--- src/rtl/itd_pkg.sv ---
// ----------------------------------------------------------------------------
// itd_pkg
// Types and constants shared by the IKE-over-TCP stream deframer.
// ----------------------------------------------------------------------------
package itd_pkg;

  typedef enum logic [2:0] {
    KIND_PAYLOAD    = 3'd0,
    KIND_EMPTY      = 3'd1,
    KIND_BAD_PREFIX = 3'd2,
    KIND_BAD_MARKER = 3'd3,
    KIND_BAD_LENGTH = 3'd4
  } result_kind_e;

  typedef struct packed {
    result_kind_e kind;
    logic [7:0]   payload;
    logic         last;
  } result_t;

  localparam logic [15:0] MinFrameLen   = 16'd6;
  localparam int unsigned PrefixLen     = 6;
  localparam logic [2:0]  PrefixLastIdx = 3'(PrefixLen - 1);
  localparam logic [2:0]  MarkerLastIdx = 3'd3;

  // "IKETCP" stream prefix
  function automatic logic [7:0] prefix_byte(input logic [2:0] idx);
    logic [7:0] b;
    unique case (idx)
      3'd0:    b = 8'h49;
      3'd1:    b = 8'h4b;
      3'd2:    b = 8'h45;
      3'd3:    b = 8'h54;
      3'd4:    b = 8'h43;
      3'd5:    b = 8'h50;
      default: b = 8'h00;
    endcase
    return b;
  endfunction

endpackage

--- src/rtl/itd_byte_if.sv ---
// ----------------------------------------------------------------------------
// itd_byte_if
// Valid/ready channel carrying one byte of the TCP stream.
// ----------------------------------------------------------------------------
interface itd_byte_if;
  logic       valid;
  logic       ready;
  logic [7:0] stream_byte;

  modport source (output valid, output stream_byte, input ready);
  modport sink   (input valid, input stream_byte, output ready);
endinterface

--- src/rtl/itd_result_if.sv ---
// ----------------------------------------------------------------------------
// itd_result_if
// Valid/ready channel carrying one deframer result.
// ----------------------------------------------------------------------------
interface itd_result_if;
  logic       valid;
  logic       ready;
  logic [2:0] result_kind;
  logic [7:0] payload_byte;
  logic       message_last;

  modport source (output valid, output result_kind, output payload_byte,
                  output message_last, input ready);
  modport sink   (input valid, input result_kind, input payload_byte,
                  input message_last, output ready);
endinterface

--- src/rtl/ike_tcp_stream_deframer.sv ---
// ----------------------------------------------------------------------------
// ike_tcp_stream_deframer
// IKE-over-TCP stream deframer: optional "IKETCP" prefix check, then frames
// of length, zero marker and message; emits message bytes, empty-message results or error codes.
// ----------------------------------------------------------------------------
// a result is formed combinationally and registered in the output buffer
// throughput: one byte per cycle while input ready is high; the parser updates
// its state in the cycle of acceptance and a two-entry result buffer absorbs
// output stalls; input ready drops only when both result entries are occupied
// reset: asynchronous, active low; clears framing state and sets
// expect_prefix to 1
// ----------------------------------------------------------------------------
module ike_tcp_stream_deframer
  import itd_pkg::*;
(
  input  logic  clk_i,
  input  logic  rst_ni,
  input  logic  cfg_we_i,
  input  logic  cfg_wdata_i,
  itd_byte_if.sink     byte_i,
  itd_result_if.source result_o
);

  logic    expect_prefix_q;
  logic    take;
  logic    buf_ready;
  logic    res_valid;
  result_t res;
  result_t out_data;

  always_ff @(posedge clk_i or negedge rst_ni) begin
    if (!rst_ni) begin
      expect_prefix_q <= 1'b1;
    end else if (cfg_we_i) begin
      expect_prefix_q <= cfg_wdata_i;
    end
  end

  assign byte_i.ready = buf_ready;
  assign take         = byte_i.valid && buf_ready;

  itd_parser u_parser (
    .clk_i           (clk_i),
    .rst_ni          (rst_ni),
    .take_i          (take),
    .byte_i          (byte_i.stream_byte),
    .expect_prefix_i (expect_prefix_q),
    .res_valid_o     (res_valid),
    .res_o           (res)
  );

  itd_out_buf u_out_buf (
    .clk_i       (clk_i),
    .rst_ni      (rst_ni),
    .push_i      (res_valid),
    .data_i      (res),
    .ready_o     (buf_ready),
    .valid_o     (result_o.valid),
    .pop_ready_i (result_o.ready),
    .data_o      (out_data)
  );

  assign result_o.result_kind  = out_data.kind;
  assign result_o.payload_byte = out_data.payload;
  assign result_o.message_last = out_data.last;

  a_result_only_on_take: assert property (@(posedge clk_i) disable iff (!rst_ni)
    res_valid |-> take)
    else $error("result without an accepted request");

  a_error_fields_zero: assert property (@(posedge clk_i) disable iff (!rst_ni)
    (result_o.valid && result_o.result_kind != KIND_PAYLOAD)
      |-> (result_o.payload_byte == 8'h00))
    else $error("non-payload result carries data");

  a_ready_when_drained: assert property (@(posedge clk_i) disable iff (!rst_ni)
    !result_o.valid |-> byte_i.ready)
    else $error("input stalled with empty output");

endmodule

--- src/rtl/itd_parser.sv ---
// ----------------------------------------------------------------------------
// itd_parser
// Framing state machine: prefix check, length, marker and payload phases.
// ----------------------------------------------------------------------------
module itd_parser
  import itd_pkg::*;
(
  input  logic       clk_i,
  input  logic       rst_ni,
  input  logic       take_i,
  input  logic [7:0] byte_i,
  input  logic       expect_prefix_i,
  output logic       res_valid_o,
  output result_t    res_o
);

  typedef enum logic [2:0] {
    PH_FRAME,
    PH_PREFIX,
    PH_LEN_LO,
    PH_MARKER,
    PH_PAYLOAD
  } phase_e;

  phase_e      phase_q, phase_d;
  logic        prefix_done_q, prefix_done_d;
  logic [2:0]  byte_index_q, byte_index_d;
  logic [7:0]  length_high_q, length_high_d;
  logic [15:0] payload_left_q, payload_left_d;
  logic        failed_q, failed_d;
  logic [15:0] frame_len;

  assign frame_len = {length_high_q, byte_i};

  always_comb begin
    phase_d        = phase_q;
    prefix_done_d  = prefix_done_q;
    byte_index_d   = byte_index_q;
    length_high_d  = length_high_q;
    payload_left_d = payload_left_q;
    failed_d       = failed_q;
    res_valid_o    = 1'b0;
    res_o          = '{kind: KIND_PAYLOAD, payload: 8'h00, last: 1'b0};

    if (take_i && !failed_q) begin
      unique case (phase_q)
        PH_FRAME: begin
          if (expect_prefix_i && !prefix_done_q) begin
            if (byte_i != prefix_byte(3'd0)) begin
              failed_d    = 1'b1;
              res_valid_o = 1'b1;
              res_o.kind  = KIND_BAD_PREFIX;
            end else begin
              byte_index_d = 3'd1;
              phase_d      = PH_PREFIX;
            end
          end else begin
            length_high_d = byte_i;
            phase_d       = PH_LEN_LO;
          end
        end
        PH_PREFIX: begin
          if (byte_i != prefix_byte(byte_index_q)) begin
            failed_d    = 1'b1;
            res_valid_o = 1'b1;
            res_o.kind  = KIND_BAD_PREFIX;
          end else if (byte_index_q >= PrefixLastIdx) begin
            prefix_done_d = 1'b1;
            byte_index_d  = 3'd0;
            phase_d       = PH_FRAME;
          end else begin
            byte_index_d = byte_index_q + 3'd1;
          end
        end
        PH_LEN_LO: begin
          // a length counts its own two bytes and the marker
          if (frame_len < MinFrameLen) begin
            failed_d    = 1'b1;
            res_valid_o = 1'b1;
            res_o.kind  = KIND_BAD_LENGTH;
          end else begin
            payload_left_d = frame_len - MinFrameLen;
            byte_index_d   = 3'd0;
            phase_d        = PH_MARKER;
          end
        end
        PH_MARKER: begin
          if (byte_i != 8'h00) begin
            failed_d    = 1'b1;
            res_valid_o = 1'b1;
            res_o.kind  = KIND_BAD_MARKER;
          end else if (byte_index_q >= MarkerLastIdx) begin
            byte_index_d = 3'd0;
            if (payload_left_q == 16'd0) begin
              phase_d     = PH_FRAME;
              res_valid_o = 1'b1;
              res_o.kind  = KIND_EMPTY;
              res_o.last  = 1'b1;
            end else begin
              phase_d = PH_PAYLOAD;
            end
          end else begin
            byte_index_d = byte_index_q + 3'd1;
          end
        end
        PH_PAYLOAD: begin
          res_valid_o    = 1'b1;
          res_o.kind     = KIND_PAYLOAD;
          res_o.payload  = byte_i;
          res_o.last     = (payload_left_q <= 16'd1);
          payload_left_d = (payload_left_q != 16'd0) ? payload_left_q - 16'd1 : 16'd0;
          if (payload_left_d == 16'd0) begin
            phase_d = PH_FRAME;
          end
        end
        default: begin
          phase_d      = PH_FRAME;
          byte_index_d = 3'd0;
        end
      endcase
    end
  end

  always_ff @(posedge clk_i or negedge rst_ni) begin
    if (!rst_ni) begin
      phase_q        <= PH_FRAME;
      prefix_done_q  <= 1'b0;
      byte_index_q   <= 3'd0;
      length_high_q  <= 8'h00;
      payload_left_q <= 16'd0;
      failed_q       <= 1'b0;
    end else begin
      phase_q        <= phase_d;
      prefix_done_q  <= prefix_done_d;
      byte_index_q   <= byte_index_d;
      length_high_q  <= length_high_d;
      payload_left_q <= payload_left_d;
      failed_q       <= failed_d;
    end
  end

  a_failed_sticky: assert property (@(posedge clk_i) disable iff (!rst_ni)
    failed_q |=> failed_q)
    else $error("failed flag cleared without reset");

  a_silent_after_fail: assert property (@(posedge clk_i) disable iff (!rst_ni)
    failed_q |-> !res_valid_o)
    else $error("result produced after a framing error");

  a_payload_nonzero: assert property (@(posedge clk_i) disable iff (!rst_ni)
    (phase_q == PH_PAYLOAD) |-> (payload_left_q != 16'd0))
    else $error("payload phase with nothing left");

  a_error_fails: assert property (@(posedge clk_i) disable iff (!rst_ni)
    (res_valid_o && res_o.kind != KIND_PAYLOAD && res_o.kind != KIND_EMPTY) |=> failed_q)
    else $error("error result did not stop the block");

endmodule

--- src/rtl/itd_out_buf.sv ---
// ----------------------------------------------------------------------------
// itd_out_buf
// Result register with a skid entry, so the input side keeps running while a
// result waits on the output handshake.
// ----------------------------------------------------------------------------
module itd_out_buf
  import itd_pkg::*;
(
  input  logic    clk_i,
  input  logic    rst_ni,
  input  logic    push_i,
  input  result_t data_i,
  output logic    ready_o,
  output logic    valid_o,
  input  logic    pop_ready_i,
  output result_t data_o
);

  result_t main_q, skid_q;
  logic    main_vld_q, skid_vld_q;
  logic    pop;

  assign pop     = main_vld_q && pop_ready_i;
  assign ready_o = !skid_vld_q;
  assign valid_o = main_vld_q;
  assign data_o  = main_q;

  always_ff @(posedge clk_i or negedge rst_ni) begin
    if (!rst_ni) begin
      main_vld_q <= 1'b0;
      skid_vld_q <= 1'b0;
    end else begin
      if (skid_vld_q) begin
        if (pop) begin
          skid_vld_q <= 1'b0;
        end
      end else if (push_i) begin
        if (main_vld_q && !pop) begin
          skid_vld_q <= 1'b1;
        end else begin
          main_vld_q <= 1'b1;
        end
      end else if (pop) begin
        main_vld_q <= 1'b0;
      end
    end
  end

  always_ff @(posedge clk_i) begin
    if (skid_vld_q) begin
      if (pop) begin
        main_q <= skid_q;
      end
    end else if (push_i) begin
      if (main_vld_q && !pop) begin
        skid_q <= data_i;
      end else begin
        main_q <= data_i;
      end
    end
  end

  a_skid_behind_main: assert property (@(posedge clk_i) disable iff (!rst_ni)
    skid_vld_q |-> main_vld_q)
    else $error("skid entry held with empty result register");

  a_no_push_when_full: assert property (@(posedge clk_i) disable iff (!rst_ni)
    skid_vld_q |-> !push_i)
    else $error("request pushed into a full buffer");

  a_skid_moves_up: assert property (@(posedge clk_i) disable iff (!rst_ni)
    (skid_vld_q && pop) |=> (main_vld_q && !skid_vld_q))
    else $error("skid entry lost on pop");

endmodule
--- src/flat_wrapper.sv ---
// flat-port wrapper written by rule: the top's interface ports become plain ports
module ike_tcp_stream_deframer_flat import itd_pkg::*;
  (clk_i, rst_ni, cfg_we_i, cfg_wdata_i, byte_i_valid, byte_i_stream_byte, byte_i_ready, result_o_valid, result_o_result_kind, result_o_payload_byte, result_o_message_last, result_o_ready);
  itd_byte_if byte_i_i ();
  itd_result_if result_o_i ();
  input  logic clk_i;
  input  logic rst_ni;
  input  logic cfg_we_i;
  input  logic cfg_wdata_i;
  input wire logic [$bits(byte_i_i.valid)-1:0] byte_i_valid;
  input wire logic [$bits(byte_i_i.stream_byte)-1:0] byte_i_stream_byte;
  output wire logic [$bits(byte_i_i.ready)-1:0] byte_i_ready;
  output wire logic [$bits(result_o_i.valid)-1:0] result_o_valid;
  output wire logic [$bits(result_o_i.result_kind)-1:0] result_o_result_kind;
  output wire logic [$bits(result_o_i.payload_byte)-1:0] result_o_payload_byte;
  output wire logic [$bits(result_o_i.message_last)-1:0] result_o_message_last;
  input wire logic [$bits(result_o_i.ready)-1:0] result_o_ready;
  assign byte_i_i.valid = byte_i_valid;
  assign byte_i_i.stream_byte = byte_i_stream_byte;
  assign byte_i_ready = byte_i_i.ready;
  assign result_o_valid = result_o_i.valid;
  assign result_o_result_kind = result_o_i.result_kind;
  assign result_o_payload_byte = result_o_i.payload_byte;
  assign result_o_message_last = result_o_i.message_last;
  assign result_o_i.ready = result_o_ready;
  ike_tcp_stream_deframer u_core (.clk_i(clk_i), .rst_ni(rst_ni), .cfg_we_i(cfg_we_i), .cfg_wdata_i(cfg_wdata_i), .byte_i(byte_i_i), .result_o(result_o_i));
endmodule
--- config.mk ---
export PLATFORM = sky130hd
export DESIGN_NAME = ike_tcp_stream_deframer_flat
export DESIGN_NICKNAME = d
export VERILOG_FILES = /design/src/rtl/itd_pkg.sv /design/src/rtl/itd_byte_if.sv /design/src/rtl/itd_result_if.sv /design/src/rtl/ike_tcp_stream_deframer.sv /design/src/rtl/itd_parser.sv /design/src/rtl/itd_out_buf.sv /design/src/flat_wrapper.sv
export SDC_FILE = /design/constraint.sdc
export NUM_CORES = 1
export LEC_CHECK = 0
export ABC_AREA = 1
export BUFFER_PORTS_ARGS = -buffer_cell sky130_fd_sc_hd__buf_2
export CORE_MARGIN = 2
export CORE_UTILIZATION = 60
export DETAILED_ROUTE_END_ITERATION = 8
export GPL_TIMING_DRIVEN = 0
export PLACE_DENSITY = 0.79
export SLEW_MARGIN = 30
export SYNTH_ARGS = -nofsm -noshare
export SYNTH_HDL_FRONTEND = slang
export SYNTH_HIERARCHICAL = 1
export SYNTH_SLANG_ARGS = --single-unit
--- constraint.sdc ---
create_clock -name clk_i -period 3.5 [get_ports clk_i]
set_clock_uncertainty 0.2 [all_clocks]
set_input_delay 0.7 -clock clk_i [delete_from_list [all_inputs] [get_ports clk_i]]
set_output_delay 0.7 -clock clk_i [all_outputs]
set_load 0.02 [all_outputs]
Word level (Yosys, flattened, before mapping)
Index checks and enable logic that the tools add are counted.
{ "classes": {"shifts": 0, "muxes": 61, "n_reduce_logical": 28, "n_eq_ne": 27, "bitwise": 4, "add_sub_neg": 3, "n_div": 0, "multipliers": 0, "n_lt_le_gt_ge": 4} }
{ "op_table": {"columns": ["operator", "n"], "rows": [
  ["12-bit 2-to-1 mux", 5],
  ["3-bit 2-to-1 mux", 16],
  ["7-bit case mux with 6 select lines", 1],
  ["16-bit logical NOT", 2],
  ["16-bit 2-to-1 mux", 2],
  ["16-bit case mux with 2 select lines", 1],
  ["3-bit case mux with 5 select lines", 2],
  ["2-bit inequality test (second input constant)", 14],
  ["8-bit 2-to-1 mux", 3],
  ["1-bit 2-to-1 mux", 23],
  ["16-bit by 1-bit <= comparator with 1-bit output (second input constant)", 1],
  ["16-bit by 3-bit less-than comparator with 1-bit output (second input constant)", 1],
  ["16-bit nonzero test", 1],
  ["16-bit by 1-bit subtractor with 16-bit output (second input constant)", 1],
  ["16-bit by 3-bit subtractor with 16-bit output (second input constant)", 1],
  ["3-bit AND reduction", 5],
  ["7-bit AND reduction", 2],
  ["3-bit by 2-bit equality test with 1-bit output (second input constant)", 4],
  ["3-bit case mux with 4 select lines", 1],
  ["3-bit equality test (second input constant)", 3],
  ["2-bit 2-to-1 mux", 4],
  ["8-bit by 7-bit inequality test with 1-bit output (second input constant)", 1],
  ["8-bit inequality test", 1],
  ["8-bit AND reduction", 1],
  ["other kinds (17)", 31]
]} }
{ "totals": {"latchBits": 0, "rom_bits": 0, "mem_count": 0, "word_cells": 142, "ramBits": 0, "reg_bits": 59, "in_bits": 14} }

Depth between registers and ports, before layout
Gate-level depths: netlist (run 1).
{ "logic_depth": {"word_depth": 11, "ltp_mapped": 17} }

Modules after synthesis
Netlist (run 1), hierarchy kept.
{ "modules_own_cells": {"columns": ["module", "area_each_um2", "instances", "seq_area_each_um2", "cells_each"], "rows": [
  ["itd_parser", 2751.4, 1, 800.8, 433],
  ["itd_out_buf", 1028.5, 1, 770.7, 81],
  ["ike_tcp_stream_deframer", 48.8, 1, 26.3, 7]
]} }

Least setup slack after synthesis (run 1)
OpenSTA, ideal clock, no wires.
{ "synth_path": {"path_kind": "input port to flip-flop", "startpoint": "input byte_i_stream_byte[7]", "endpoint": "register u_core.u_out_buf.main_q, in the netlist u_core/u_out_buf/data_o[0], enable pin", "cell_stages": 11, "setup_time_ns": 0.385, "t_arrival_ns": 2.297, "t_required_ns": 2.915, "slack_ns": 0.618, "path_cell_list": "nor2_1 -> nand3_2 -> nor2_2 -> nand4_1 -> nor2_1 -> a21oi_1 -> nand4_1 -> nand2_1 -> inv_1 -> nand2_1 -> a21oi_1"} }
{ "synth_between": {"elab_chain_len": 7, "word_cells_on_any_way": 13, "cone_classes": "order compare: 1; eq/ne: 2; mux: 7; reduce/logical: 3"} }
{ "synth_rtl": {"columns": ["item", "line", "source"], "rows": [
  ["start, declared", "flat_wrapper.sv:11", "input wire logic [$bits(byte_i_i.stream_byte)-1:0] byte_i_stream_byte;"],
  ["branches (longest 3 deep; another with 16-bit by 3-bit less-than comparator with 1-bit output)", null, null],
  ["1-bit case mux with 5 select lines (*)", "itd_parser.sv:46", "unique case (phase_q)"],
  ["1-bit 2-to-1 mux (*)", "itd_parser.sv:45", "if (take_i && !failed_q) begin"],
  ["net u_core.res_valid", "ike_tcp_stream_deframer.sv:27", "logic res_valid;"],
  ["2-bit nonzero test (no source line) (*)", null, null],
  ["3-bit AND reduction (no source line) (*)", null, null],
  ["end signal, assigned", "itd_out_buf.sv:52", "main_q <= skid_q;"],
  ["end signal, assigned", "itd_out_buf.sv:58", "main_q <= data_i;"],
  ["end, declared", "itd_out_buf.sv:19", "result_t main_q, skid_q;"]
]} }
Mark *: on every way through the listed nets, which the timed path passes.
A chain may end at the register's enable or synchronous reset.

Worst setup path in the final report (run 1)
{ "layout_path": {"startpoint": "register u_core.u_parser.payload_left_q[0]", "endpoint": "register u_core.u_out_buf.main_q, in the netlist u_core/u_out_buf/data_o[10], enable pin"} }
{ "layout_between": {"elab_chain_len": 8} }
{ "layout_rtl": {"columns": ["item", "line", "source"], "rows": [
  ["start, declared", "itd_parser.sv:29", "logic [15:0] payload_left_q, payload_left_d;"],
  ["start signal, assigned", "itd_parser.sv:137", "payload_left_q <= payload_left_d;"],
  ["16-bit logical NOT", "itd_parser.sv:94", "if (payload_left_q == 16'd0) begin"],
  ["1-bit 2-to-1 mux", "itd_parser.sv:94", null],
  ["1-bit 2-to-1 mux", "itd_parser.sv:92", "end else if (byte_index_q >= MarkerLastIdx) begin"],
  ["1-bit 2-to-1 mux", "itd_parser.sv:88", "if (byte_i != 8'h00) begin"],
  ["1-bit case mux with 5 select lines", "itd_parser.sv:46", null],
  ["1-bit 2-to-1 mux", "itd_parser.sv:45", null],
  ["net u_core.res_valid", "ike_tcp_stream_deframer.sv:27", null],
  ["2-bit nonzero test (no source line)", null, null],
  ["3-bit AND reduction (no source line)", null, null]
]} }
The timed path passes the listed nets, and every way through them passes these cells.

==> metrics.md, run 1 <==
| Metric | Value |
|---|---|
| Die extent in x | 83.9 um |
| FF-to-FF setup slack | 290 ps |
| Power Density | 337 nW/um^2 |
| Period minus WS final | around 3200 ps |
| Comb power frac | 3.6% |
| Cts bufs inserted | 9 |
| Busiest layer in global routing | met2 |
| RR Startpoint | u_core/u_parser/payload_left_q[0] |
| Area of the die | between 7000 and 8000 sq um |
| Multi-input gate area | 1890 sq um |
| FP Rows | 29 |
| Slew margin rel. | 46.6% |
| Longest Clk Path Bufs | 2 |
| GRT Util Overall | 28.8% |
| RSZ-0062 raised after global routing | no |
| Worst Path Required | 3270 ps |
| Seq cells post-synth | 59 |
| First-pass GRT wire length | 15900 um |
| Crit path max fanout | 12 |
| Synth-to-layout area growth | 11.5% |
| Setup crit end | u_core/u_out_buf/data_o[10] |
| Top cell type's share of synthesized area | between 20 and 25% |
| Final Max Tran Viols | 0 |
| Hold crit path type | primary input to asynchronous set/reset pin |
| Clk slew on worst S/H paths | 80 ps |
| Initial antenna violation count | 0 |
| CP startpoint kind | register |
| Mapped Area | 3830 sq um |
| Cts repair resizes | 0 |
| Routed len/inst | about 15 um |
| Reg-to-reg endpoint | u_core/u_out_buf/data_o[10] |
| Cts hold-fix bufs | 0 |
| Via Count | 3682 |
| P_sw | between 300 and 400 uW |
| Total gr overflow | 0 |
| Pwr Total | between 1000 and 1500 uW |
| Post-DP HPWL | 7040 um |
| Gate Count Post-Synth | about 520 |
| Power Internal | 1120 uW |
| Die Y | 83.9 um |
| Seq/Total Area, Yosys | 41.7% |
| Fmax achieved | 0.312 GHz |
| Post-synth net total | 544 |
| 1st-iter DRT viols | 358 |
| Number of max-cap violations | 0 |
| Hold Fails Final Rpt | 0 |
| Distinct cells, synth | 37 |
| Met1 Use GR | 38.3% |
| Sink Count | 59 |
| Layout cells sized above 1 | between 10 and 15% |
| Setup crit end kind | register |
| Routed Wire Length | 9590 um |
| Reg power frac | between 40% and 50% |
| Final nets | 582 |
| CP Data Arrival Time | just under 3000 ps |
| Final core utilization | 68.0% |
| Status | completed |
| Vias in the first global route | 3408 |
| Met2 GRT Util | approximately 46% |
| FF/Latch Area | ~1600 sq um |
| Root Driver | clkbuf_8 |
| Worst Max-Slew Pin Slew | about 800 ps |
| Setup Buffers After CTS | 0 |
| H-tree depth | 3 |
| Largest net degree at the start of global routing | 36 |
| Area contributors post-synth | dfrtp_1, edfxtp_1, nand2_1 |
| Clock group share of total power | 46.5% |
| Vias per std cell | approximately 5.8 |
| Ys Warns | 6 |
| Syn_area_per_cell | about 7.3 sq um |
| # setup viols final | 0 |
| Top-level port count | 28 |
| Peak supply drop | between 0.0002 and 0.0003 V |
| Worst R2R Path Depth | 13 |
| Tcrit/Tclk final | 91.6% |
| Final ANT Viol Nets | 0 |
| Switching fraction of total power | 21.8% |
| Worst-skew pair later-pin latency | ~340 ps |
| GRT met3 Usage | 4.35% |
| WS Path Type | register to register |
| Ant. Diodes | 0 |
| Synth area leader | dfrtp_1 |
| Pleak | 0.00198 uW |
| Filler cells | around 560 |
| Core box area | 6280 sq um |
| Initial Util | ~61% |
| First drt pass iteration count | 5 |
| Crit. Startpoint | u_core/u_parser/payload_left_q[0] |
| Number of port buffers | 27 |
| Routability cong. | about 1.0 |
| # DRC | 0 |
| Setup_tns | 0 ps |
| CTS tree | yes |
## worst min path at each step
stage               slack, ps                                end                      from
global route              290           u_core/u_parser/failed_q  u_core/u_parser/failed_q
detailed placement        250           u_core/u_parser/failed_q  u_core/u_parser/failed_q
finish                    240  u_core/u_parser/payload_left_q[4]                    rst_ni
global placement          240           u_core/u_parser/failed_q  u_core/u_parser/failed_q
CTS                       260  u_core/u_parser/payload_left_q[4]                    rst_ni
floorplan                 200        u_core/u_out_buf/skid_vld_q                    rst_ni
## cell usage in the layout (no fill, tap or decap), types with 2 or more instances in the layout
cell       Yosys  layout
inv_2          4       4
inv_1         57      57
edfxtp_1      24      24
o21ai_1       11      11
a21oi_1       13      12
clkbuf_8       1      10
ha_1           9       9
or2_2          2       2
clkbuf_1       5       5
dfrtp_1       34      34
nand2_2        9       9
nor2_1        51      51
buf_6          3       3
nor2_4         3       3
a31oi_1        3       3
o21ai_0       36      36
o211ai_1       4       4
nor3_1        12      12
clkinv_1       0       2
buf_2          2      29
nand3_1       44      44
xor2_1         8       8
xnor2_1        3       3
bufinv_16      0       2
nor4_1         2       2
nand4_1        8       8
nor2_2         7       7
nand2_1      155     155
## worst max-delay path, cell delays in order (launching register included)
cell	delay, ps
dfrtp_1	390
inv_1	190
ha_1	200
nand2_2	70
nor2_4	130
nand2_4	100
buf_6	160
a31oi_1	260
o21ai_0	190
nand4_1	120
nand2_1	60
inv_1	70
nand2_1	90
a21oi_2	590
## stage by stage
stage | area [sq um] | cells | hold WS [ps] | setup WS [ps]
floorplan | 3830 | 521 | 204 | 618
global placement | 4060 | 625 | 237 | 4.73
detailed placement | 4060 | 625 | 247 | 200
CTS | 4270 | 640 | 263 | 293
global route | 4270 | 640 | 291 | 6.21
finish | 4270 | 640 | 242 | 293
## power groups by stage
| stage | Combinational [uW] | Sequential, uW | Clock [uW] |
|---|---|---|---|
| 2_1_floorplan | 23.1 | 732 | 0 |
| 3_3_place_gp | 49.7 | 732 | 0 |
| 3_5_place_dp | 50.7 | 732 | 0 |
| 4_1_cts | 51.4 | 718 | 678 |
| 5_1_grt | 58.2 | 717 | 707 |
| 6_report | 51.9 | 718 | 668 |
## state kept, by name (all words and copies together) (netlist names)
signal,count
u_core/u_out_buf/skid_vld_q,1
u_core/u_parser/phase_q,3
u_core/u_out_buf/valid_o,1
u_core/u_parser/prefix_done_q,1
u_core/u_parser/byte_index_q,3
u_core/u_parser/length_high_q,8
u_core/expect_prefix_q,1
u_core/u_out_buf/data_o,12
u_core/u_parser/failed_q,1
u_core/u_parser/payload_left_q,16
u_core/u_out_buf/skid_q,12
## layout make-up
class	count	area share (%)
Multi-Input combinational cell	387	44.3
Sequential cell	59	37.4
Inverter	62	5.57
Timing Repair Buffer	27	3.17
Clock buffer	9	2.90
Buffer	13	2.43
Tap cell	77	2.26
Clock inverter	6	1.91
## routing by layer
metal  part of all wire [%]  routed length (um)
met5                      0                   0
met4                    3.4                 326
met3                    5.9                 569
met2                     47                4480
met1                     44                4210
## cells in the mapped netlist
master,n
a211oi_1,1
nor3_1,12
dfstp_2,1
xor2_1,8
o21ai_1,11
dfrtp_1,34
inv_1,57
nor3_2,1
buf_4,1
nor2_2,7
ha_1,9
buf_6,3
nor4_1,2
inv_6,1
inv_2,4
nor2_4,3
nand3_2,1
nand3_1,44
clkbuf_1,5
o21ai_2,1
nand4_1,8
a21oi_1,13
nor2_1,51
clkbuf_8,1
or2_2,2
nand2_1,155
o211ai_1,4
o21ai_0,36
nand2_2,9
buf_2,2
a31oi_1,3
nor4b_1,1
buf_12,1
edfxtp_1,24
xnor2_1,3
a31oi_2,1
nand2_4,1
## cell families (layout without fill, tap and decap cells)
group / count (synthesis) / count (layout) / share of synthesized area, %
buf+inv: 75 / 117 / 8.92
compound gates: 70 / 70 / 9.87
flops: 59 / 59 / 41.7
xor+xnor: 11 / 11 / 2.52
fa+ha+maj: 9 / 9 / 2.94
simple gates: 297 / 297 / 34.0
Power figures use the tool's default switching activity.
==> run 2, diff against run 1 <==
--- a/config.mk
+++ b/config.mk
@@ -12,6 +12,7 @@
 export DETAILED_ROUTE_END_ITERATION = 8
 export GPL_TIMING_DRIVEN = 0
 export PLACE_DENSITY = 0.79
+export REMOVE_ABC_BUFFERS = 1
 export SLEW_MARGIN = 30
 export SYNTH_ARGS = -nofsm -noshare
 export SYNTH_HDL_FRONTEND = slang
==> run 2 against run 1 <==
  * First-iteration DRC count decreased by 41%
  * Via count shrank 3.6%
  * Core utilization is 1.5 points lower
  * Cell count fell by 1.9%
  * Register-to-register slack lost 40 ps
  * Critical path type unchanged
  * Largest cell class unchanged
  * Largest power group unchanged
==> metrics.md, run 2 (synthesis gave the netlist of run 1 again) <==
| Metric | Value |
|---|---|
| Status | completed |
| Pleak | 0.00193 uW (-2.7%) |
| Post-DP HPWL | 6380 um (-9.4%) |
| Crit-path max cell delay | 590 ps (about the same) |
| Vias per std cell | 5.65 (-1.8%) |
| Critical path, cell by cell | inv_1 > nand2_1 > nor2_4 > inv_1 > nand4_1 > nand2_1 > inv_1 > nand2_1 > a21oi_2 |
| Die Y | 83.9 um (unchanged) |
| Vias in the first global route | 3206 (-5.9%) |
| Number of max-cap violations | 0 (unchanged) |
| Initial antenna violation count | 0 (unchanged) |
| Top reg by flops | u_core/u_parser/payload_left_q |
| Largest net degree at the start of global routing | 36 (unchanged) |
| Routed len/inst | 14.0 um (-6.7%) |
| Die extent in x | 83.9 um (unchanged) |
| 1st-iter DRT viols | 210 (-41%) |
| Final core utilization | 66.5% (-1.5 points) |
| Crit-path leading delay family | simple AND/OR/NAND/NOR gates |
| Worst Max-Slew Pin Slew | 708 ps (-92.6 ps) |
| Filler cells | 553 (-0.36%) |
| H-tree depth | 3 (unchanged) |
| Via Count | 3548 (-3.6%) |
| Core box area | 6280 sq um (unchanged) |
| First drt pass iteration count | 5 (unchanged) |
| # setup viols final | 0 (unchanged) |
| Critical-path top delay cell | a21oi_2 |
| Peak supply drop | 0.000240 V (-12%) |
| Slew margin rel. | 52.8% (+6.2 points) |
| Final nets | 569 (-2.2%) |
| CTS tree | yes |
| Setup crit end kind | register |
| Tcrit/Tclk final | 92.7% (+1.1 points) |
| Initial Util | 61.0% (unchanged) |
| Final ANT Viol Nets | 0 (unchanged) |
| Cts bufs inserted | 9 (unchanged) |
| RSZ-0062 raised after global routing | no |
| Layout cells sized above 1 | 13.4% (-0.96 points) |
| Crit path max fanout | 26 (+14) |
| Number of port buffers | 27 (unchanged) |
| Hold crit path type | primary input to asynchronous set/reset pin |
| CP startpoint kind | register |
| Sink Count | 59 (unchanged) |
| Most common cell after layout, fill and taps aside | nand2_1 |
| Clk slew on worst S/H paths | 60 ps (-20 ps) |
| Root Driver | clkbuf_8 |
| Fmax achieved | 0.308 GHz (-1.2%) |
| GRT Util Overall | 26.3% (-2.4 points) |
| Ant. Diodes | 0 (unchanged) |
| Max reg flops | 16 (unchanged) |
| Setup_tns | 0 ps (unchanged) |
| Worst Path Buf+Inv | 3 (unchanged) |
| Most frequent cells in the layout | nand2_1, inv_1, nor2_1 |
| Setup Buffers After CTS | 0 (unchanged) |
| Routed Wire Length | 8770 um (-8.5%) |
| Top-level port count | 28 (unchanged) |
| Area of the die | 7040 sq um (unchanged) |
| DP Area | 3960 sq um (-2.6%) |
| Power Density | 344 nW/um^2 (+2.3%) |
| CP Data Arrival Time | 3020 ps (+40 ps) |
| Total gr overflow | 0 (unchanged) |
| Pwr Total | 1440 uW (about the same) |
| FP Rows | 29 (unchanged) |
| First-pass GRT wire length | 14700 um (-7.8%) |
| Worst Hold Slack | 107 ps (-135 ps) |
| # DRC | 0 (unchanged) |
| Final Max Tran Viols | 0 (unchanged) |
| Period minus WS final | 3250 ps (+39.1 ps) |
| Fin area | 4180 sq um (-2.2%) |
| Routability cong. | 0.977 (-4.8%) |
| Synth-to-layout area growth | 9.09% |
| Worst-skew pair later-pin latency | 340 ps (about the same) |
| WS Path Type | register to register |
| Worst Path Required | 3280 ps (about the same) |
| Hold Fails Final Rpt | 0 (unchanged) |
| Longest Clk Path Bufs | 2 (unchanged) |
## run 2: cell types whose count changed in the layout (fill, tap and decap cells not counted)
cell	change
clkbuf_1	-4
buf_2	-3
buf_6	-3
buf_12	-1
clkbuf_8	-1
clkinv_1	-1
clkinv_2	+1
clkinv_4	-1
clkinvlp_4	+1
nor2_2	-1
nor2_4	+1
## run 2: per-layer routing
layer / track usage [%] / vias to the layer above / part of all wire (%) / wire (um)
met5: 0 / - / 0 / 0
met1: 35.2 / 1632 / 45 / 3920
met3: 5.14 / 25 / 6.0 / 526
met4: 10.9 / 0 / 2.4 / 212
li1: - / 1752 / - / -
met2: 42.1 / 139 / 47 / 4110
## run 2: path summary, 6_finish.rpt
kind	from	endpoint	slack [ps]	cells past startpoint
min in group clk_i	u_core/expect_prefix_q	u_core/expect_prefix_q	260	2
min	rst_ni	u_core/u_parser/payload_left_q[10]	110	1
max	u_core/u_parser/phase_q[1]	u_core/u_out_buf/data_o[5]	250	9
max in group asynchronous	rst_ni	u_core/expect_prefix_q	2630	1
max reg2reg	u_core/u_parser/phase_q[1]	u_core/u_out_buf/data_o[5]	250	9
min reg2reg	u_core/expect_prefix_q	u_core/expect_prefix_q	260	2
## run 2: worst reg2reg max path, stage by stage, from the launching register on
cell,delay (ps)
dfrtp_1,400
inv_1,110
nand2_1,110
nor2_4,480
inv_1,510
nand4_1,240
nand2_1,90
inv_1,80
nand2_1,80
a21oi_2,590
## run 2: metrics by stage
step	worst slack, ps	cells
after CTS	242	628
after detailed placement	-140	612
after global placement	-346	612
after global routing	119	628
after floorplan	471	508
final	254	628
## run 2: layout make-up
type / count / area (sq um) / share of cell area, %
clock buffer: 10 / 128 / 3.06
clock inverter: 6 / 81.3 / 1.95
inverter: 62 / 238 / 5.69
multi-input combinational: 387 / 1900 / 45.4
sequential: 59 / 1600 / 38.3
tap: 77 / 96.3 / 2.31
timing repair buffer: 27 / 138 / 3.30
## run 2: timing repair
action / CTS / global route
hold buffers: 0 / 0
gates resized for setup: 1 / 0
endpoints found under the setup margin: 24 / 0
## run 2: report_power, final
part | internal, uW | switching (uW)
registers | 717 | 0.502
logic | 15.6 | 36.0
clock network | 396 | 273
